`config.mk`:
```
export PLATFORM = sky130hd
export DESIGN_NAME = display_command_decoder
export DESIGN_NICKNAME = d
export VERILOG_FILES = /design/src/sv/dcd_pkg.sv /design/src/sv/display_command_decoder.sv /design/src/sv/dcd_decode.sv
export SDC_FILE = /design/constraint.sdc
export NUM_CORES = 1
export LEC_CHECK = 0
export BUFFER_PORTS_ARGS = -buffer_cell sky130_fd_sc_hd__clkbuf_2
export CAP_MARGIN = 20
export CORE_ASPECT_RATIO = 2
export CORE_MARGIN = 4
export CORE_UTILIZATION = 40
export CTS_CLUSTER_DIAMETER = 150
export DETAILED_ROUTE_END_ITERATION = 12
export PLACE_DENSITY = 0.58
export RECOVER_POWER = 100
export SLEW_MARGIN = 20
export SYNTH_ARGS = -nofsm -noshare
export SYNTH_HDL_FRONTEND = slang
export SYNTH_SLANG_ARGS = --single-unit
```
`constraint.sdc`:
```
create_clock -name clk -period 12.8 [get_ports clk]
set_input_delay 1.28 -clock clk [delete_from_list [all_inputs] [get_ports clk]]
set_output_delay 1.28 -clock clk [all_outputs]
set_load 0.01 [all_outputs]
```
`src/sv/dcd_pkg.sv`:
```
// Package for the display command decoder.
// Holds opcodes, action codes and the state and result types; no dependencies.
`default_nettype none
package dcd_pkg;

  localparam logic [7:0] OP_POSITION = 8'd1;
  localparam logic [7:0] OP_COLOR    = 8'd2;
  localparam logic [7:0] OP_PIXEL    = 8'd3;
  localparam logic [7:0] OP_RECT     = 8'd4;
  localparam logic [7:0] OP_TEXDRAW  = 8'd5;
  localparam logic [7:0] OP_TEXLOAD  = 8'd6;
  localparam logic [7:0] OP_VERTEX2  = 8'd7;
  localparam logic [7:0] OP_VERTEX3  = 8'd8;
  localparam logic [7:0] OP_TRIANGLE = 8'd9;
  localparam logic [7:0] OP_REFRESH  = 8'd42;

  localparam logic [2:0] ACT_RECT     = 3'd0;
  localparam logic [2:0] ACT_TEXDRAW  = 3'd1;
  localparam logic [2:0] ACT_TEXPIXEL = 3'd2;
  localparam logic [2:0] ACT_TRIANGLE = 3'd3;
  localparam logic [2:0] ACT_REFRESH  = 3'd4;

  localparam logic [7:0] ALPHA_SOLID = 8'hFF;

  typedef struct packed {
    logic [7:0]  pos_x;
    logic [7:0]  pos_y;
    logic [7:0]  v2_x;
    logic [7:0]  v2_y;
    logic [7:0]  v3_x;
    logic [7:0]  v3_y;
    logic [23:0] color;
    logic        loading;
    logic [23:0] load_tex;
    logic [15:0] pix_count;
  } state_t;

  typedef struct packed {
    logic [2:0]  action;
    logic [7:0]  first_x;
    logic [7:0]  first_y;
    logic [7:0]  second_x;
    logic [7:0]  second_y;
    logic [7:0]  third_x;
    logic [7:0]  third_y;
    logic [31:0] color_rgba;
    logic [23:0] texture_number;
    logic [15:0] pixel_index;
    logic        last_pixel;
  } result_t;

endpackage
`default_nettype wire

```
`src/sv/display_command_decoder.sv`:
```
// Top level of the display command decoder: input register, state, result register.
// Depends on dcd_pkg and dcd_decode.
//
// Usage: command words enter on in_valid/in_stall/in_command_word; a transfer
// happens at a rising edge with valid high and stall low. Draw primitives leave
// on out_valid/out_stall and the out_ field ports under the same rule.
// A word is held in an input register, decoded against the kept position,
// vertices, color and texture-load state, and the primitive, if any, is
// written to the result register once that register can load. One word is
// taken every cycle while in_stall is low; the throughput is set by the single
// decode stage between the two registers. Words that cause no primitive
// (zero words, state updates, unknown opcodes) produce no output transfer;
// only the state updates among them change the kept state.
// While the receiver stalls, the result register holds its value and the input
// register still fills, so one more word is taken before in_stall rises.
// Synchronous reset clears all kept state, ends any texture load and empties
// both registers.
`default_nettype none
module display_command_decoder (
  input  wire logic        clk,
  input  wire logic        rst_n,
  input  wire logic        in_valid,
  output logic             in_stall,
  input  wire logic [31:0] in_command_word,
  output logic             out_valid,
  input  wire logic        out_stall,
  output logic [2:0]       out_action,
  output logic [7:0]       out_first_x,
  output logic [7:0]       out_first_y,
  output logic [7:0]       out_second_x,
  output logic [7:0]       out_second_y,
  output logic [7:0]       out_third_x,
  output logic [7:0]       out_third_y,
  output logic [31:0]      out_color_rgba,
  output logic [23:0]      out_texture_number,
  output logic [15:0]      out_pixel_index,
  output logic             out_last_pixel
);

  logic             s1_valid_r;
  logic             s1_valid_nxt;
  logic [31:0]      s1_word_r;
  dcd_pkg::state_t  st_r;
  dcd_pkg::state_t  st_nxt;
  logic             out_valid_r;
  logic             out_valid_nxt;
  dcd_pkg::result_t res_r;
  dcd_pkg::result_t dec_res;
  logic             dec_has_result;
  logic             out_load;
  logic             in_take;
  logic             step;

  dcd_decode u_decode (
    .word       (s1_word_r),
    .st         (st_r),
    .has_result (dec_has_result),
    .res        (dec_res),
    .st_nxt     (st_nxt)
  );

  assign out_load = !out_valid_r || !out_stall;
  assign in_stall = s1_valid_r && !out_load;
  assign in_take  = in_valid && !in_stall;
  assign step     = s1_valid_r && out_load;

  assign s1_valid_nxt  = in_take ? 1'b1 : (out_load ? 1'b0 : s1_valid_r);
  assign out_valid_nxt = out_load ? (s1_valid_r && dec_has_result) : out_valid_r;

  always_ff @(posedge clk) begin
    if (!rst_n) begin
      s1_valid_r  <= 1'b0;
      out_valid_r <= 1'b0;
      st_r        <= '0;
    end else begin
      s1_valid_r  <= s1_valid_nxt;
      out_valid_r <= out_valid_nxt;
      if (step) begin
        st_r <= st_nxt;
      end
    end
  end

  always_ff @(posedge clk) begin
    if (in_take) begin
      s1_word_r <= in_command_word;
    end
    if (step) begin
      res_r <= dec_res;
    end
  end

  assign out_valid          = out_valid_r;
  assign out_action         = res_r.action;
  assign out_first_x        = res_r.first_x;
  assign out_first_y        = res_r.first_y;
  assign out_second_x       = res_r.second_x;
  assign out_second_y       = res_r.second_y;
  assign out_third_x        = res_r.third_x;
  assign out_third_y        = res_r.third_y;
  assign out_color_rgba     = res_r.color_rgba;
  assign out_texture_number = res_r.texture_number;
  assign out_pixel_index    = res_r.pixel_index;
  assign out_last_pixel     = res_r.last_pixel;

endmodule
`default_nettype wire

```
`src/sv/dcd_decode.sv`:
```
// Combinational decode of one command word against the current decoder state.
// Depends on dcd_pkg for opcodes, action codes, state_t and result_t.
`default_nettype none
module dcd_decode (
  input  wire logic [31:0]     word,
  input  wire dcd_pkg::state_t st,
  output logic                 has_result,
  output dcd_pkg::result_t     res,
  output dcd_pkg::state_t      st_nxt
);

  logic [7:0]  op;
  logic [7:0]  a1;
  logic [7:0]  a2;
  logic [23:0] hi24;
  logic [15:0] area;
  logic [16:0] idx_inc;
  logic        last;

  assign op      = word[7:0];
  assign a1      = word[15:8];
  assign a2      = word[23:16];
  assign hi24    = word[31:8];
  assign area    = st.pos_x * st.pos_y;
  assign idx_inc = {1'b0, st.pix_count} + 17'd1;
  assign last    = idx_inc >= {1'b0, area};

  always_comb begin
    has_result = 1'b0;
    res        = '0;
    st_nxt     = st;
    if (word == 32'd0) begin
      has_result = 1'b0;
    end else if (st.loading) begin
      has_result         = 1'b1;
      res.action         = dcd_pkg::ACT_TEXPIXEL;
      res.color_rgba     = word;
      res.texture_number = st.load_tex;
      res.pixel_index    = st.pix_count;
      res.last_pixel     = last;
      st_nxt.pix_count   = idx_inc[15:0];
      if (last) begin
        st_nxt.loading = 1'b0;
      end
    end else begin
      case (op)
        dcd_pkg::OP_POSITION: begin
          st_nxt.pos_x = a1;
          st_nxt.pos_y = a2;
        end
        dcd_pkg::OP_COLOR: begin
          st_nxt.color = hi24;
        end
        dcd_pkg::OP_PIXEL: begin
          has_result     = 1'b1;
          res.action     = dcd_pkg::ACT_RECT;
          res.first_x    = a1;
          res.first_y    = a2;
          res.second_x   = 8'd1;
          res.second_y   = 8'd1;
          res.color_rgba = {dcd_pkg::ALPHA_SOLID, st.color};
        end
        dcd_pkg::OP_RECT: begin
          has_result     = 1'b1;
          res.action     = dcd_pkg::ACT_RECT;
          res.first_x    = st.pos_x;
          res.first_y    = st.pos_y;
          res.second_x   = a1;
          res.second_y   = a2;
          res.color_rgba = {dcd_pkg::ALPHA_SOLID, st.color};
        end
        dcd_pkg::OP_TEXDRAW: begin
          has_result         = 1'b1;
          res.action         = dcd_pkg::ACT_TEXDRAW;
          res.first_x        = st.pos_x;
          res.first_y        = st.pos_y;
          res.texture_number = hi24;
        end
        dcd_pkg::OP_TEXLOAD: begin
          if (area != 16'd0) begin
            st_nxt.loading   = 1'b1;
            st_nxt.load_tex  = hi24;
            st_nxt.pix_count = 16'd0;
          end
        end
        dcd_pkg::OP_VERTEX2: begin
          st_nxt.v2_x = a1;
          st_nxt.v2_y = a2;
        end
        dcd_pkg::OP_VERTEX3: begin
          st_nxt.v3_x = a1;
          st_nxt.v3_y = a2;
        end
        dcd_pkg::OP_TRIANGLE: begin
          has_result     = 1'b1;
          res.action     = dcd_pkg::ACT_TRIANGLE;
          res.first_x    = st.pos_x;
          res.first_y    = st.pos_y;
          res.second_x   = st.v2_x;
          res.second_y   = st.v2_y;
          res.third_x    = st.v3_x;
          res.third_y    = st.v3_y;
          res.color_rgba = {dcd_pkg::ALPHA_SOLID, hi24};
        end
        dcd_pkg::OP_REFRESH: begin
          has_result = 1'b1;
          res.action = dcd_pkg::ACT_REFRESH;
        end
        default: begin
          has_result = 1'b0;
        end
      endcase
    end
  end

endmodule
`default_nettype wire

```
==> impl_metrics.sql <==
INSERT INTO impl_metrics (metric_group, metric, value, unit) VALUES
('detailed_routing', 'vias', '9547', ''),
('sta', 'setup_viol', '0', ''),
('finish', 'filler_cell_count', '3224', ''),
('detailed_routing', 'firstDrtPassIters', '5', ''),
('floorplanning', 'initial_core_util', '40.6', '%'),
('synthesis', 'yosys_warnings', '0', ''),
('global_route', 'grt_start_max_net_pins', '83', ''),
('sta', 'rsz0062_at_grt', 'no', ''),
('worst_setup_path', 'worstPathRequired', '13.19', 'ns'),
('synthesis', 'synth-seq-area-share', '52.0', '%'),
('detailed_routing', 'drc', '0', ''),
('clock_tree', 'cts.path.max_buffers', '3', ''),
('placement', 'io_buffers', '161', ''),
('floorplanning', 'chip_width', '138', 'µm'),
('synthesis', 'post_synth_num_cell_types', '62', ''),
('detailed_routing', 'avgRoutedWirePerCell', '19.8', 'µm'),
('power_and_ir_drop', 'pwr_density_cell', '117', 'mW/mm²'),
('outcome', 'violated_checks', 'max-capacitance violations, max-slew violations', ''),
('worst_setup_path', 'cp-startpoint', 'st_r[107]', ''),
('clock_tree', 'clock_tree.htree_level_count', '1', ''),
('worst_setup_path', 'reg2reg_depth', '17', ''),
('detailed_routing', 'detail-route-antenna-nets', '0', ''),
('sta', 'fmax', '143', 'MHz'),
('global_route', 'grt_pass1_wl', '55.3', 'mm'),
('clock_tree', 'post_cts_resize_count', '0', ''),
('power_and_ir_drop', 'leakage_power', '6.38', 'nW'),
('synthesis', 'synth.cell_area', '0.0134', 'mm²'),
('finish', 'area_growth_syn_to_layout', '12.5', '%'),
('clock_tree', 'numCtsBuffers', '24', ''),
('placement', 'place_hpwl', '26.0', 'mm'),
('sta', 'fin_setup_tns', '0', 'ns'),
('clock_tree', 'cts_num_sinks', '271', ''),
('global_route', 'globalRouteOverflowTotal', '0', ''),
('floorplanning', 'core.rowCount', '94', ''),
('worst_setup_path', 'cp.arrival', '7.40', 'ns'),
('sta', 'timing_worst_slew_pin_value', '4.31', 'ns'),
('floorplanning', 'fp.coreArea', '0.0330', 'mm²'),
('synthesis', 'syn_area_per_cell', '10.6', 'µm²'),
('synthesis', 'synthesis.instances', '1264', ''),
('finish', 'final_cell_mix', 'nand2_1 (166), edfxtp_1 (156), clkbuf_1 (145)', ''),
('worst_setup_path', 'worst_r2r_startpoint', 'st_r[107]', ''),
('worst_setup_path', 'setup.worst_path.class', 'reg2reg', ''),
('finish', 'most_frequent_standard_cell_in_the_layout_excluding_fill_and_tap_cells', 'nand2_1', ''),
('worst_setup_path', 'r2r_path_end', 'st_r[3]', ''),
('clock_tree', 'tritoncts', 'built', ''),
('sta', 'fin_crit_sh', '54.8', '%'),
('worst_setup_path', 'setup.worst_path.end_class', 'flip-flop', ''),
('global_route', 'grt_use_total', '19.7', '%'),
('finish', 'layout-drive-gt1-share', '6.39', '%'),
('global_route', 'first_global_vias', '9536', ''),
('clock_tree', 'worst_skew_pair.late_latency', '0.53', 'ns'),
('clock_tree', 'clock_tree.root_cell', 'clkbuf_16', ''),
('synthesis', 'synth_enable_flop_cells', '156', ''),
('finish', 'final_net_count', '1500', ''),
('finish', 'seqCellArea', '0.00699', 'mm²'),
('worst_setup_path', 'timing.reg2reg.setup_slack', '5.79', 'ns'),
('floorplanning', 'dieArea', '0.0368', 'mm²'),
('worst_hold_path', 'holdCritPathClass', 'reg2reg', ''),
('synthesis', 'dominantRegCellSynth', 'edfxtp_1', ''),
('placement', 'place.gp.congestion', '0.954', ''),
('floorplanning', 'die_h', '267', 'µm'),
('finish', 'insertedDiodeCount', '0', ''),
('sta', 'clock-skew-final', '0.0142', 'ns'),
('floorplanning', 'num_io_pins', '162', ''),
('detailed_routing', 'dr.first_iter.drc_count', '633', ''),
('worst_setup_path', 'critical_path.max_fanout', '50', ''),
('power_and_ir_drop', 'vdd_drop_max', '0.106', 'mV'),
('flow_run', 'maxCapViolCount', '9', ''),
('sta', 'relSlewSlack', '-188', '%'),
('sta', 'final_max_slew_viol_count', '491', ''),
('outcome', 'status', 'complete, but fails checks', '');
-- registers in the layout (all words and copies together), names as in the netlist, 3 cells and up --
| name | flops |
|---|---|
| st_r | 113 |
| out_third_y | 8 |
| out_third_x | 8 |
| out_color_rgba | 32 |
| out_second_x | 8 |
| out_first_y | 8 |
| out_first_x | 8 |
| out_second_y | 8 |
| out_texture_number | 24 |
| s1_word_r | 32 |
| out_action | 3 |
| out_pixel_index | 16 |
-- through the flow --
| stage | setup slack [ns] | instances | area [µm²] | util, % | hold WS, ns |
|---|---|---|---|---|---|
| after CTS | 6.59 | 1824 | 15300 | 46.4 | 0.451 |
| after detailed placement | 6.60 | 1780 | 14500 | 43.9 | 0.440 |
| after global routing | 5.25 | 1825 | 15100 | 45.7 | 0.478 |
| after global placement | 6.73 | 1780 | 14500 | 43.9 | 0.436 |
| after floorplan | 7.03 | 1264 | 13400 | - | 0.429 |
| final | 5.79 | 1825 | 15100 | 45.7 | 0.455 |
-- report_power, final --
| part | total [mW] | leakage (nW) | internal [mW] | switching, mW |
|---|---|---|---|---|
| Combinational | 0.0432 | 3.31 | 0.0102 | 0.0330 |
| Clock | 0.763 | 0.398 | 0.441 | 0.322 |
| Sequential | 0.959 | 2.67 | 0.932 | 0.0269 |
-- critical path, stage by stage (launching register included) --
cell	delay (ns)
dfxtp_1	0.42
and2_0	0.23
fa_1	0.54
inv_1	0.06
fa_1	0.52
fa_1	0.54
fa_1	0.56
inv_1	0.04
ha_1	0.40
a21oi_1	0.30
o2111ai_1	0.26
a41oi_1	0.33
xor2_1	0.13
and3_1	0.21
a21oi_4	0.14
clkbuf_1	1.51
nand2b_1	0.55
nor2_1	0.12
-- Yosys cell counts (3+ instances only) --
| master | instances | area (µm²) |
|---|---|---|
| nand2_1 | 166 | 623 |
| edfxtp_1 | 156 | 4680 |
| dfxtp_1 | 115 | 2300 |
| nor2_1 | 110 | 413 |
| and2_1 | 76 | 475 |
| clkbuf_1 | 69 | 259 |
| inv_1 | 66 | 248 |
| ha_1 | 53 | 663 |
| mux2i_1 | 48 | 480 |
| a22oi_1 | 41 | 308 |
| a22o_1 | 39 | 342 |
| a21oi_1 | 37 | 185 |
| nand3_1 | 37 | 185 |
| fa_1 | 36 | 721 |
| o21ai_0 | 23 | 115 |
| a21o_1 | 18 | 135 |
| xnor2_1 | 14 | 123 |
| xor2_1 | 14 | 123 |
| o21ai_1 | 11 | 55.1 |
| nand4_1 | 10 | 62.6 |
| nor2b_1 | 10 | 62.6 |
| nor4_1 | 10 | 62.6 |
| and3_1 | 8 | 50.1 |
| buf_2 | 8 | 40.0 |
| nor3_1 | 7 | 35.0 |
| or2_2 | 7 | 43.8 |
| nand2b_1 | 6 | 37.5 |
| buf_6 | 5 | 56.3 |
| o211ai_1 | 5 | 37.5 |
| o31ai_1 | 5 | 37.5 |
| or3_1 | 5 | 31.3 |
| buf_1 | 4 | 15.0 |
| nor3b_1 | 4 | 30.0 |
| a21oi_2 | 3 | 26.3 |
| a221oi_1 | 3 | 26.3 |
-- layout make-up --
| class | count | share of cell area (%) |
|---|---|---|
| repair buffers | 173 | 4.68 |
| inverters | 66 | 1.65 |
| flip-flops and latches | 271 | 46.2 |
| multi-input cells | 839 | 38.4 |
| well taps | 432 | 3.57 |
| clock buffers | 32 | 4.58 |
| clock inverters | 12 | 0.935 |
-- worst min-delay path by stage --
stage | startpoint | endpoint | depth (start not counted)
global route | st_r[54] | st_r[54] | 2
finish | st_r[21] | st_r[21] | 2
detailed placement | st_r[39] | st_r[39] | 2
CTS | st_r[38] | st_r[38] | 2
floorplan | st_r[16] | st_r[16] | 2
global placement | st_r[16] | st_r[16] | 2
-- per-layer routing --
layer / vias up / GRT usage, % / wire length (µm)
met5: - / 0 / 0
met4: 0 / 7.96 / 1480
met3: 73 / 1.75 / 1490
met2: 228 / 37.3 / 20200
met1: 4656 / 22.2 / 12900
li1: 4590 / - / -
-- cells by family (layout without fill, tap and decap cells) --
kind of cell	Yosys count	after routing	share of synthesized area (%)
adders and majority gates	89	89	10.3
AOI/OAI and AO/OA	202	202	10.6
buffers and inverters	154	283	4.81
muxes	48	48	3.58
and+or+nand+nor	472	472	16.9
DFF	271	271	52.0
xor gates and xnor gates	28	28	1.83
No activity file was read; power rests on OpenSTA's default activity.
